`config.mk`:
```
export PLATFORM = sky130hd
export DESIGN_NAME = pipc_geom
export DESIGN_NICKNAME = d
export VERILOG_FILES = /design/src/rtl/pipc_pkg.sv /design/src/rtl/pipc_geom.sv
export SDC_FILE = /design/constraint.sdc
export NUM_CORES = 2
export LEC_CHECK = 0
export BUFFER_PORTS_ARGS = -buffer_cell sky130_fd_sc_hd__buf_4
export CAP_MARGIN = 20
export CORE_ASPECT_RATIO = 1.75
export CORE_MARGIN = 5
export CORE_UTILIZATION = 38
export CTS_CLUSTER_DIAMETER = 30
export DETAILED_ROUTE_END_ITERATION = 8
export GPL_TIMING_DRIVEN = 0
export SETUP_SLACK_MARGIN = 0.02
export SLEW_MARGIN = 20
export SYNTH_ARGS = -nofsm -noshare
export SYNTH_HDL_FRONTEND = slang
export SYNTH_SLANG_ARGS = --single-unit
```
`constraint.sdc`:
```
create_clock -name clk_i -period 8.68 [get_ports clk_i]
set_input_delay 1.736 -clock clk_i [delete_from_list [all_inputs] [get_ports clk_i]]
set_output_delay 1.736 -clock clk_i [all_outputs]
set_load 0.05 [all_outputs]
```
`src/rtl/pipc_pkg.sv`:
```
package pipc_pkg;

  localparam int DEF_MAX_VERTICES = 256;
  localparam int DEF_COORD_BITS   = 16;

  localparam logic [1:0] DRAIN_LAST = 2'd3;

  typedef enum logic [1:0] {
    OP_CLEAR  = 2'd0,
    OP_APPEND = 2'd1,
    OP_QUERY  = 2'd2
  } op_e;

  typedef enum logic [2:0] {
    ST_IDLE,
    ST_SCAN_BND,
    ST_WAIT_BND,
    ST_SCAN_CRS,
    ST_WAIT_CRS
  } state_e;

  // one vertex beat travelling alongside the memory read
  typedef struct packed {
    logic vld;
    logic first;
    logic wrap;
    logic crs;
  } pipc_tag_t;

  typedef struct packed {
    logic      clr;
    pipc_tag_t tag;
  } pipc_ctl_t;

  typedef struct packed {
    logic onb;
    logic odd;
  } pipc_res_t;

endpackage

```
`src/rtl/pipc_geom.sv`:
```
module pipc_geom #(
  parameter int COORD_BITS = pipc_pkg::DEF_COORD_BITS
) (
  input  logic                          clk_i,
  input  logic                          rst_ni,
  input  pipc_pkg::pipc_ctl_t           ctl_i,
  input  logic signed [COORD_BITS-1:0]  rd_x_i,
  input  logic signed [COORD_BITS-1:0]  rd_y_i,
  input  logic signed [COORD_BITS-1:0]  pt_x_i,
  input  logic signed [COORD_BITS-1:0]  pt_y_i,
  output pipc_pkg::pipc_res_t           res_o
);
  import pipc_pkg::*;

  localparam int DW = COORD_BITS + 1;
  localparam int PW = 2 * DW;
  localparam int SW = PW + 1;

  pipc_tag_t tag_q;

  logic signed [COORD_BITS-1:0] cur_x, cur_y;
  logic signed [COORD_BITS-1:0] v0_x_q, v0_y_q, prev_x_q, prev_y_q;

  logic        found_q, found_d, below_q, below_d;
  logic        row, cur_below, edge_a, hit_a, chg_a;

  logic signed [DW-1:0] ax_q, ay_q, bx_q, by_q;
  logic                 s1_edge_q, s1_hit_q, s1_chg_q, s1_dyp_q, s1_dyn_q, s1_cross_q;

  logic signed [PW-1:0] m_c1_q, m_c2_q, m_d1_q, m_d2_q;
  logic                 s2_edge_q, s2_hit_q, s2_chg_q, s2_dyp_q, s2_dyn_q, s2_cross_q;

  logic signed [SW-1:0] cr, dt;
  logic                 cr_neg, cr_zero, cr_pos, dt_neg;
  logic                 onb_q, onb_d, odd_q, odd_d;

  // stage a: vertex beat from memory or the stored first vertex
  assign cur_x = tag_q.wrap ? v0_x_q : rd_x_i;
  assign cur_y = tag_q.wrap ? v0_y_q : rd_y_i;

  assign row       = (cur_y == pt_y_i);
  assign cur_below = (cur_y < pt_y_i);
  assign edge_a    = tag_q.vld && !tag_q.first;
  assign hit_a     = tag_q.vld && (cur_x == pt_x_i) && row;
  assign chg_a     = edge_a && tag_q.crs && !row && (below_q != cur_below);

  always_comb begin
    found_d = found_q;
    below_d = below_q;
    if (ctl_i.clr) begin
      found_d = 1'b0;
      below_d = 1'b0;
    end else if (tag_q.vld && !tag_q.crs && !found_q && !row) begin
      found_d = 1'b1;
      below_d = cur_below;
    end else if (chg_a) begin
      below_d = !below_q;
    end
  end

  always_ff @(posedge clk_i) begin
    if (tag_q.vld) begin
      prev_x_q <= cur_x;
      prev_y_q <= cur_y;
      if (tag_q.first) begin
        v0_x_q <= cur_x;
        v0_y_q <= cur_y;
      end
    end
    ax_q <= DW'(prev_x_q) - DW'(pt_x_i);
    ay_q <= DW'(prev_y_q) - DW'(pt_y_i);
    bx_q <= DW'(cur_x) - DW'(pt_x_i);
    by_q <= DW'(cur_y) - DW'(pt_y_i);
    m_c1_q <= PW'(ax_q) * PW'(by_q);
    m_c2_q <= PW'(ay_q) * PW'(bx_q);
    m_d1_q <= PW'(ax_q) * PW'(bx_q);
    m_d2_q <= PW'(ay_q) * PW'(by_q);
  end

  // stage c: cross and dot signs
  assign cr      = SW'(m_c1_q) - SW'(m_c2_q);
  assign dt      = SW'(m_d1_q) + SW'(m_d2_q);
  assign cr_neg  = cr[SW-1];
  assign cr_zero = (cr == '0);
  assign cr_pos  = !cr_neg && !cr_zero;
  assign dt_neg  = dt[SW-1];

  always_comb begin
    onb_d = onb_q;
    odd_d = odd_q;
    if (ctl_i.clr) begin
      onb_d = 1'b0;
      odd_d = 1'b0;
    end else if (s2_cross_q) begin
      odd_d = odd_q ^ (s2_chg_q && ((cr_neg && s2_dyp_q) || (cr_pos && s2_dyn_q)));
    end else begin
      onb_d = onb_q || s2_hit_q || (s2_edge_q && cr_zero && dt_neg);
    end
  end

  always_ff @(posedge clk_i or negedge rst_ni) begin
    if (!rst_ni) begin
      tag_q      <= '0;
      found_q    <= 1'b0;
      below_q    <= 1'b0;
      s1_edge_q  <= 1'b0;
      s1_hit_q   <= 1'b0;
      s1_chg_q   <= 1'b0;
      s1_dyp_q   <= 1'b0;
      s1_dyn_q   <= 1'b0;
      s1_cross_q <= 1'b0;
      s2_edge_q  <= 1'b0;
      s2_hit_q   <= 1'b0;
      s2_chg_q   <= 1'b0;
      s2_dyp_q   <= 1'b0;
      s2_dyn_q   <= 1'b0;
      s2_cross_q <= 1'b0;
      onb_q      <= 1'b0;
      odd_q      <= 1'b0;
    end else begin
      tag_q      <= ctl_i.tag;
      found_q    <= found_d;
      below_q    <= below_d;
      s1_edge_q  <= edge_a;
      s1_hit_q   <= hit_a;
      s1_chg_q   <= chg_a;
      s1_dyp_q   <= (prev_y_q > cur_y);
      s1_dyn_q   <= (prev_y_q < cur_y);
      s1_cross_q <= tag_q.crs;
      s2_edge_q  <= s1_edge_q;
      s2_hit_q   <= s1_hit_q;
      s2_chg_q   <= s1_chg_q;
      s2_dyp_q   <= s1_dyp_q;
      s2_dyn_q   <= s1_dyn_q;
      s2_cross_q <= s1_cross_q;
      onb_q      <= onb_d;
      odd_q      <= odd_d;
    end
  end

  assign res_o.onb = onb_q;
  assign res_o.odd = odd_q;

endmodule
```
-- Word level (Yosys, flattened, before mapping)
Cells that the tools add are included.
W data, S select, Z words.
- $lt $le $gt $ge: 3
- mux-type cells: 11
- add/sub/neg operators: 6
- reduce and logical (&&, ||, !) cells: 30
- bitwise logic cells: 1
- div/mod/pow operators: 0
- multipliers: 4
- shift operators: 0
- eq/ne operators: 4
- operators by type and width (operator ; number):
    $mul A17 B17 Y34 ; 4
    $sub A16 B16 Y17 ; 4
    $add A34 B34 Y35 ; 1
    $logic_not A35 Y1 ; 1
    $sub A34 B34 Y35 ; 1
    $eq A16 B16 Y1 ; 2
    $lt A16 B16 Y1 ; 2
    $mux W16 ; 2
    $gt A16 B16 Y1 ; 1
    $logic_and A1 B1 Y1 ; 15
    $mux W1 ; 9
    $logic_not A1 Y1 ; 7
    $reduce_bool A2 Y1 ; 2
    $logic_or A1 B1 Y1 ; 3
    $reduce_bool A3 Y1 ; 1
    $ne A2 B2 Y1 const B ; 1
    $reduce_and A2 Y1 ; 1
    $ne A1 B1 Y1 ; 1
    $xor A1 B1 Y1 ; 1
- bits in writable memories: 0
- bits in registers: 288
- latch bits: 0
- bits in read-only memories: 0
- memories: 0
- output and inout port bits: 2
- input bits: 71

-- Logic depth before layout (Yosys ltp)
- word-level depth: 10
- mapped depth: 26
- depth with buffers taken out: 25

-- Worst setup path before layout
Ideal clock, no wire load.
- path type: reg-to-reg
- from: register bx_q[8]
- to: register m_d1_q[33]
- required time: 8.608 ns
- path slack: 2.279 ns
- stages on the path, launching flop included: 27
- data arrival time: 6.329 ns
- cell sequence: dfxtp_1 > clkbuf_1 > clkbuf_1 > nand2_1 > fa_1 > inv_1 > fa_1 > inv_1 > fa_1 > inv_1 > fa_1 > fa_1 > inv_1 > fa_1 > inv_1 > ha_1 > a21o_1 > a21o_1 > a21oi_1 > o211a_1 > a311oi_1 > o41ai_1 > o21ai_0 > or4_1 > a31o_2 > a21oi_1 > xnor2_1
- word-level cells in the longest chain between the ends: 1
- ends and longest elaborated chain (element ; RTL line ; text):
    start, declared ; pipc_geom.sv:27 ; logic signed [DW-1:0] ax_q, ay_q, bx_q, by_q;
    start signal, assigned ; pipc_geom.sv:72 ; bx_q <= DW'(cur_x) - DW'(pt_x_i);
    $mul A17 B17 Y34 ; pipc_geom.sv:76 ; m_d1_q <= PW'(ax_q) * PW'(bx_q);
    end signal, assigned ; pipc_geom.sv:76 ;
    end, declared ; pipc_geom.sv:30 ; logic signed [PW-1:0] m_c1_q, m_c2_q, m_d1_q, m_d2_q;
Every way passes these cells.
A chain may end at the register's enable or synchronous reset.

-- Worst setup path in the final report
- from: register by_q[2]
- to: register m_d2_q[33]
- word-level cells in the longest chain between the ends: 1
- ends and longest elaborated chain (element ; RTL line ; text):
    start, declared ; pipc_geom.sv:27 ;
    start signal, assigned ; pipc_geom.sv:73 ; by_q <= DW'(cur_y) - DW'(pt_y_i);
    $mul A17 B17 Y34 ; pipc_geom.sv:77 ; m_d2_q <= PW'(ay_q) * PW'(by_q);
    end signal, assigned ; pipc_geom.sv:77 ;
    end, declared ; pipc_geom.sv:30 ;
Every way passes these cells.

==> PnR_summary.wiki <==
{| class="wikitable"
! Metric !! Value
|-
| Setup crit start || by_q[2]$_DFF_P_
|-
| Classification of the worst setup path || flop to flop
|-
| Clock root buffer master || sky130_fd_sc_hd__clkbuf_16
|-
| Setup Buffers After CTS || 0
|-
| Final hold violations || 0
|-
| List of most frequent post-synthesis cells || 1412 x sky130_fd_sc_hd__inv_1, 1189 x sky130_fd_sc_hd__fa_1, 619 x sky130_fd_sc_hd__nand2_1
|-
| Synth unique cells || 89
|-
| Number of enable flip-flop cells after synthesis || 64
|-
| Clock slew seen by the registers of the worst setup and hold paths || 0.06 ns
|-
| TritonCTS clock tree || done
|-
| Share of cells above drive strength 1 || 3.805%
|-
| First-pass GRT wire length || 307.5 mm
|-
| Max frequency || 115.6 MHz
|-
| Portion of synthesized cell area occupied by the leading cell type || 41.98%
|-
| # port buffers || 72
|-
| Result of the run || complete, no violations
|-
| Routability Congestion || 1.041
|-
| Setup-violating endpoint count in the final report || 0
|-
| Unrepaired setup endpoints after global routing || yes
|-
| Final critical-path required period || 8.651 ns
|-
| Number of nets produced by synthesis || 7817
|-
| Cell with the most instances after synthesis || sky130_fd_sc_hd__inv_1
|-
| CTS H-tree lvls || 2
|-
| Global-route usage over all layers || 26.92%
|-
| Async set-reset flop share out of synthesis || 6.944%
|-
| Worst clock skew || 0.03209 ns
|-
| Core Footprint || 148300 µm²
|-
| Violation count after the first detailed-route iteration || 2247
|-
| Clock buffers created by TritonCTS || 45
|-
| Routed vias/inst || 5.136
|-
| Place WS || -0.1345 ns
|-
| Slack of the critical path || 0.02914 ns
|-
| Final routed DRC violation total || 0
|-
| Worst EP arrival || 9.17 ns
|-
| M3 GR Usage || 3.836%
|-
| Resized Gates After CTS || 2
|-
| Pre-Repair DR Iteration Count || 5
|-
| Skew-Pair Late Insertion Delay || 0.67 ns
|-
| Transition time of the tightest slew-check pin || 1.273 ns
|-
| Reg-to-reg startpoint || by_q[2]$_DFF_P_
|-
| Number of cells in the finished layout apart from fillers || 8227
|-
| Hold WC Path Type || flop to flop
|-
| Initial antenna violation count || 22
|-
| Number of inserted filler cells in the final layout || 14980
|-
| Mean area per synthesized cell || 9.343 µm²
|-
| Total via count after detailed routing || 42260
|-
| Nets@finish || 7939
|-
| Average detailed-routed wire length per instance || 25.38 µm
|-
| Met1 Use GR || 25.91%
|-
| Worst min-delay path startpoint || s1_dyn_q$_DFF_PN0_
|-
| Placed Instances || 8128
|-
| Critical path peak fanout || 10
|-
| Kind of capture point of the worst setup path || flop
|-
| Max-Slew Margin vs Limit || 15.14%
|-
| Number of placed I/O pins || 73
|-
| Share of synthesized area occupied by flip-flops and latches || 11.47%
|-
| CTS Hold Bufs || 0
|-
| TritonCTS sink count || 288
|-
| Fin crit share || 99.66%
|-
| Flip-flop and latch count after synthesis || 288
|-
| Initial core utilization || 38.22%
|-
| Setup total negative slack || 0 ns
|-
| Total congestion overflow || 0
|-
| Area overhead of the layout relative to synthesis || 8.385%
|-
| Vias in the first global route || 47380
|-
| Library cell with the largest summed area after synthesis || sky130_fd_sc_hd__fa_1
|-
| Met2 global-route usage || 48.95%
|-
| Buffer levels on the longest clock path || 3
|-
| Startpoint kind of the worst setup timing path || flop
|-
| Standard-cell row count || 187
|-
| Pin count of the biggest net entering global routing || 28
|-
| Leading cell types by total area after synthesis || sky130_fd_sc_hd__fa_1 42%, sky130_fd_sc_hd__ha_1 11%, sky130_fd_sc_hd__inv_1 9.3%, sky130_fd_sc_hd__dfxtp_1 7.2%, sky130_fd_sc_hd__and2_1 6.6%
|-
| Most congested layer reported by global routing || met2
|-
| HPWL Detailed || 178.4 mm
|-
| Netlist area before placement || 56700 µm²
|-
| Width of the chip || 302.0 µm
|-
| Cells after synthesis || 6069
|-
| Post-detailed-route count of antenna-violating nets || 0
|-
| Maxcap violations || 0
|-
| Slew Viols, Final || 0
|-
| Die area || 157300 µm²
|-
| Leading register cell type out of synthesis || sky130_fd_sc_hd__dfxtp_1
|-
| Vertical extent of the die || 521.0 µm
|-
| Total wire length after detailed routing || 208.8 mm
|-
| Yosys warning total || 0
|-
| WP data required || 9.20 ns
|}
## worst max-delay path, cell delays in order (launching register included)
cell and delay, ns:
sky130_fd_sc_hd__dfxtp_1 0.85, sky130_fd_sc_hd__clkbuf_1 0.84, sky130_fd_sc_hd__nand2_1 0.25, sky130_fd_sc_hd__fa_1 0.58, sky130_fd_sc_hd__fa_1 0.60, sky130_fd_sc_hd__fa_1 0.46
sky130_fd_sc_hd__fa_1 0.56, sky130_fd_sc_hd__inv_1 0.05, sky130_fd_sc_hd__fa_1 0.47, sky130_fd_sc_hd__inv_1 0.05, sky130_fd_sc_hd__fa_1 0.48, sky130_fd_sc_hd__inv_1 0.05
sky130_fd_sc_hd__ha_1 0.38, sky130_fd_sc_hd__nand3_1 0.12, sky130_fd_sc_hd__o31ai_1 0.60, sky130_fd_sc_hd__a221o_1 0.42, sky130_fd_sc_hd__a41oi_1 0.22, sky130_fd_sc_hd__o21a_1 0.27
sky130_fd_sc_hd__a2111oi_0 0.55, sky130_fd_sc_hd__a2111o_1 0.23, sky130_fd_sc_hd__a21oi_1 0.09, sky130_fd_sc_hd__xnor2_1 0.38
## path summary, 6_finish.rpt
| path | slack, ns | cells after the start | endpoint |
|---|---|---|---|
| worst max-delay path | 0.03 | 21 | m_d2_q[33]$_DFF_P_ |
| worst min-delay path | 0.35 | 0 | s2_dyn_q$_DFF_PN0_ |
| worst max register to register | 0.03 | 21 | m_d2_q[33]$_DFF_P_ |
| worst min register to register | 0.35 | 0 | s2_dyn_q$_DFF_PN0_ |
| max in group asynchronous | 7.51 | 1 | tag_q[3]$_DFF_PN0_ |
| min in group asynchronous | 0.95 | 1 | tag_q[3]$_DFF_PN0_ |
## cells by family after synthesis
family	after synthesis	synth area share, %
compound gates	539	6.313
xor+xnor	181	2.796
fa+ha+maj	1677	52.75
buf+inv	1638	10.87
flops	288	11.47
mux	41	0.7569
simple gates	1705	15.04
## metrics by stage
step | util, % | instance area [µm²] | hold WS (ns)
after global routing | 41.41 | 61430 | 0.3594
after detailed placement | 40.32 | 59810 | 0.3363
final | 41.43 | 61460 | 0.3492
after floorplan | - | 56700 | 0.3312
after global placement | 40.26 | 59720 | 0.3332
after CTS | 41.39 | 61400 | 0.3502
## flip-flops by register name (all words and copies together) (netlist names), 16 cells and up
signal    count
v0_x_q       16
ax_q         17
prev_x_q     16
m_c2_q       34
by_q         17
m_d1_q       34
m_d2_q       34
prev_y_q     16
v0_y_q       16
bx_q         17
ay_q         17
m_c1_q       34
## cells in the final DEF (no fill, tap or decap), types with 25 or more instances in the layout
cell                        instances
sky130_fd_sc_hd__clkbuf_16         45
sky130_fd_sc_hd__nand2_1          619
sky130_fd_sc_hd__and2_1           594
sky130_fd_sc_hd__a21oi_1          134
sky130_fd_sc_hd__inv_1           1412
sky130_fd_sc_hd__edfxtp_1          64
sky130_fd_sc_hd__clkbuf_1         192
sky130_fd_sc_hd__xnor2_1          142
sky130_fd_sc_hd__ha_1             488
sky130_fd_sc_hd__o21a_1            25
sky130_fd_sc_hd__mux2i_1           26
sky130_fd_sc_hd__nor2_1           211
sky130_fd_sc_hd__xor2_1            39
sky130_fd_sc_hd__nor3_1            41
sky130_fd_sc_hd__nor2b_1           38
sky130_fd_sc_hd__buf_4             75
sky130_fd_sc_hd__fa_1            1189
sky130_fd_sc_hd__nand2b_1          51
sky130_fd_sc_hd__a21boi_0          26
sky130_fd_sc_hd__nand3_1           48
sky130_fd_sc_hd__a21o_1            62
sky130_fd_sc_hd__o21ai_0          117
sky130_fd_sc_hd__dfxtp_1          202
## routing by layer
| metal | part of all wire, % | up-vias |
|---|---|---|
| met2 | 51 | 1469 |
| li1 | - | 18540 |
| met1 | 31 | 21460 |
| met3 | 4.8 | 783 |
| met4 | 13 | 8 |
| met5 | 0.028 | - |
## cell type report
class / instances / area [µm²] / share of cell area [%]
diodes: 15 / 37.54 / 0.06108
plain buffers: 224 / 892.1 / 1.452
clock buffers: 48 / 1147 / 1.867
clock inverters: 36 / 441.7 / 0.7187
inverters: 1414 / 5310 / 8.640
multi-input cells: 4143 / 44030 / 71.65
flip-flops and latches: 288 / 6510 / 10.59
well taps: 1984 / 2482 / 4.039
repair buffers: 75 / 603.1 / 0.9813
Power is left out: the tool's default activity adds up to more than one toggle a clock period on the data nets, which glitch-free logic cannot reach.
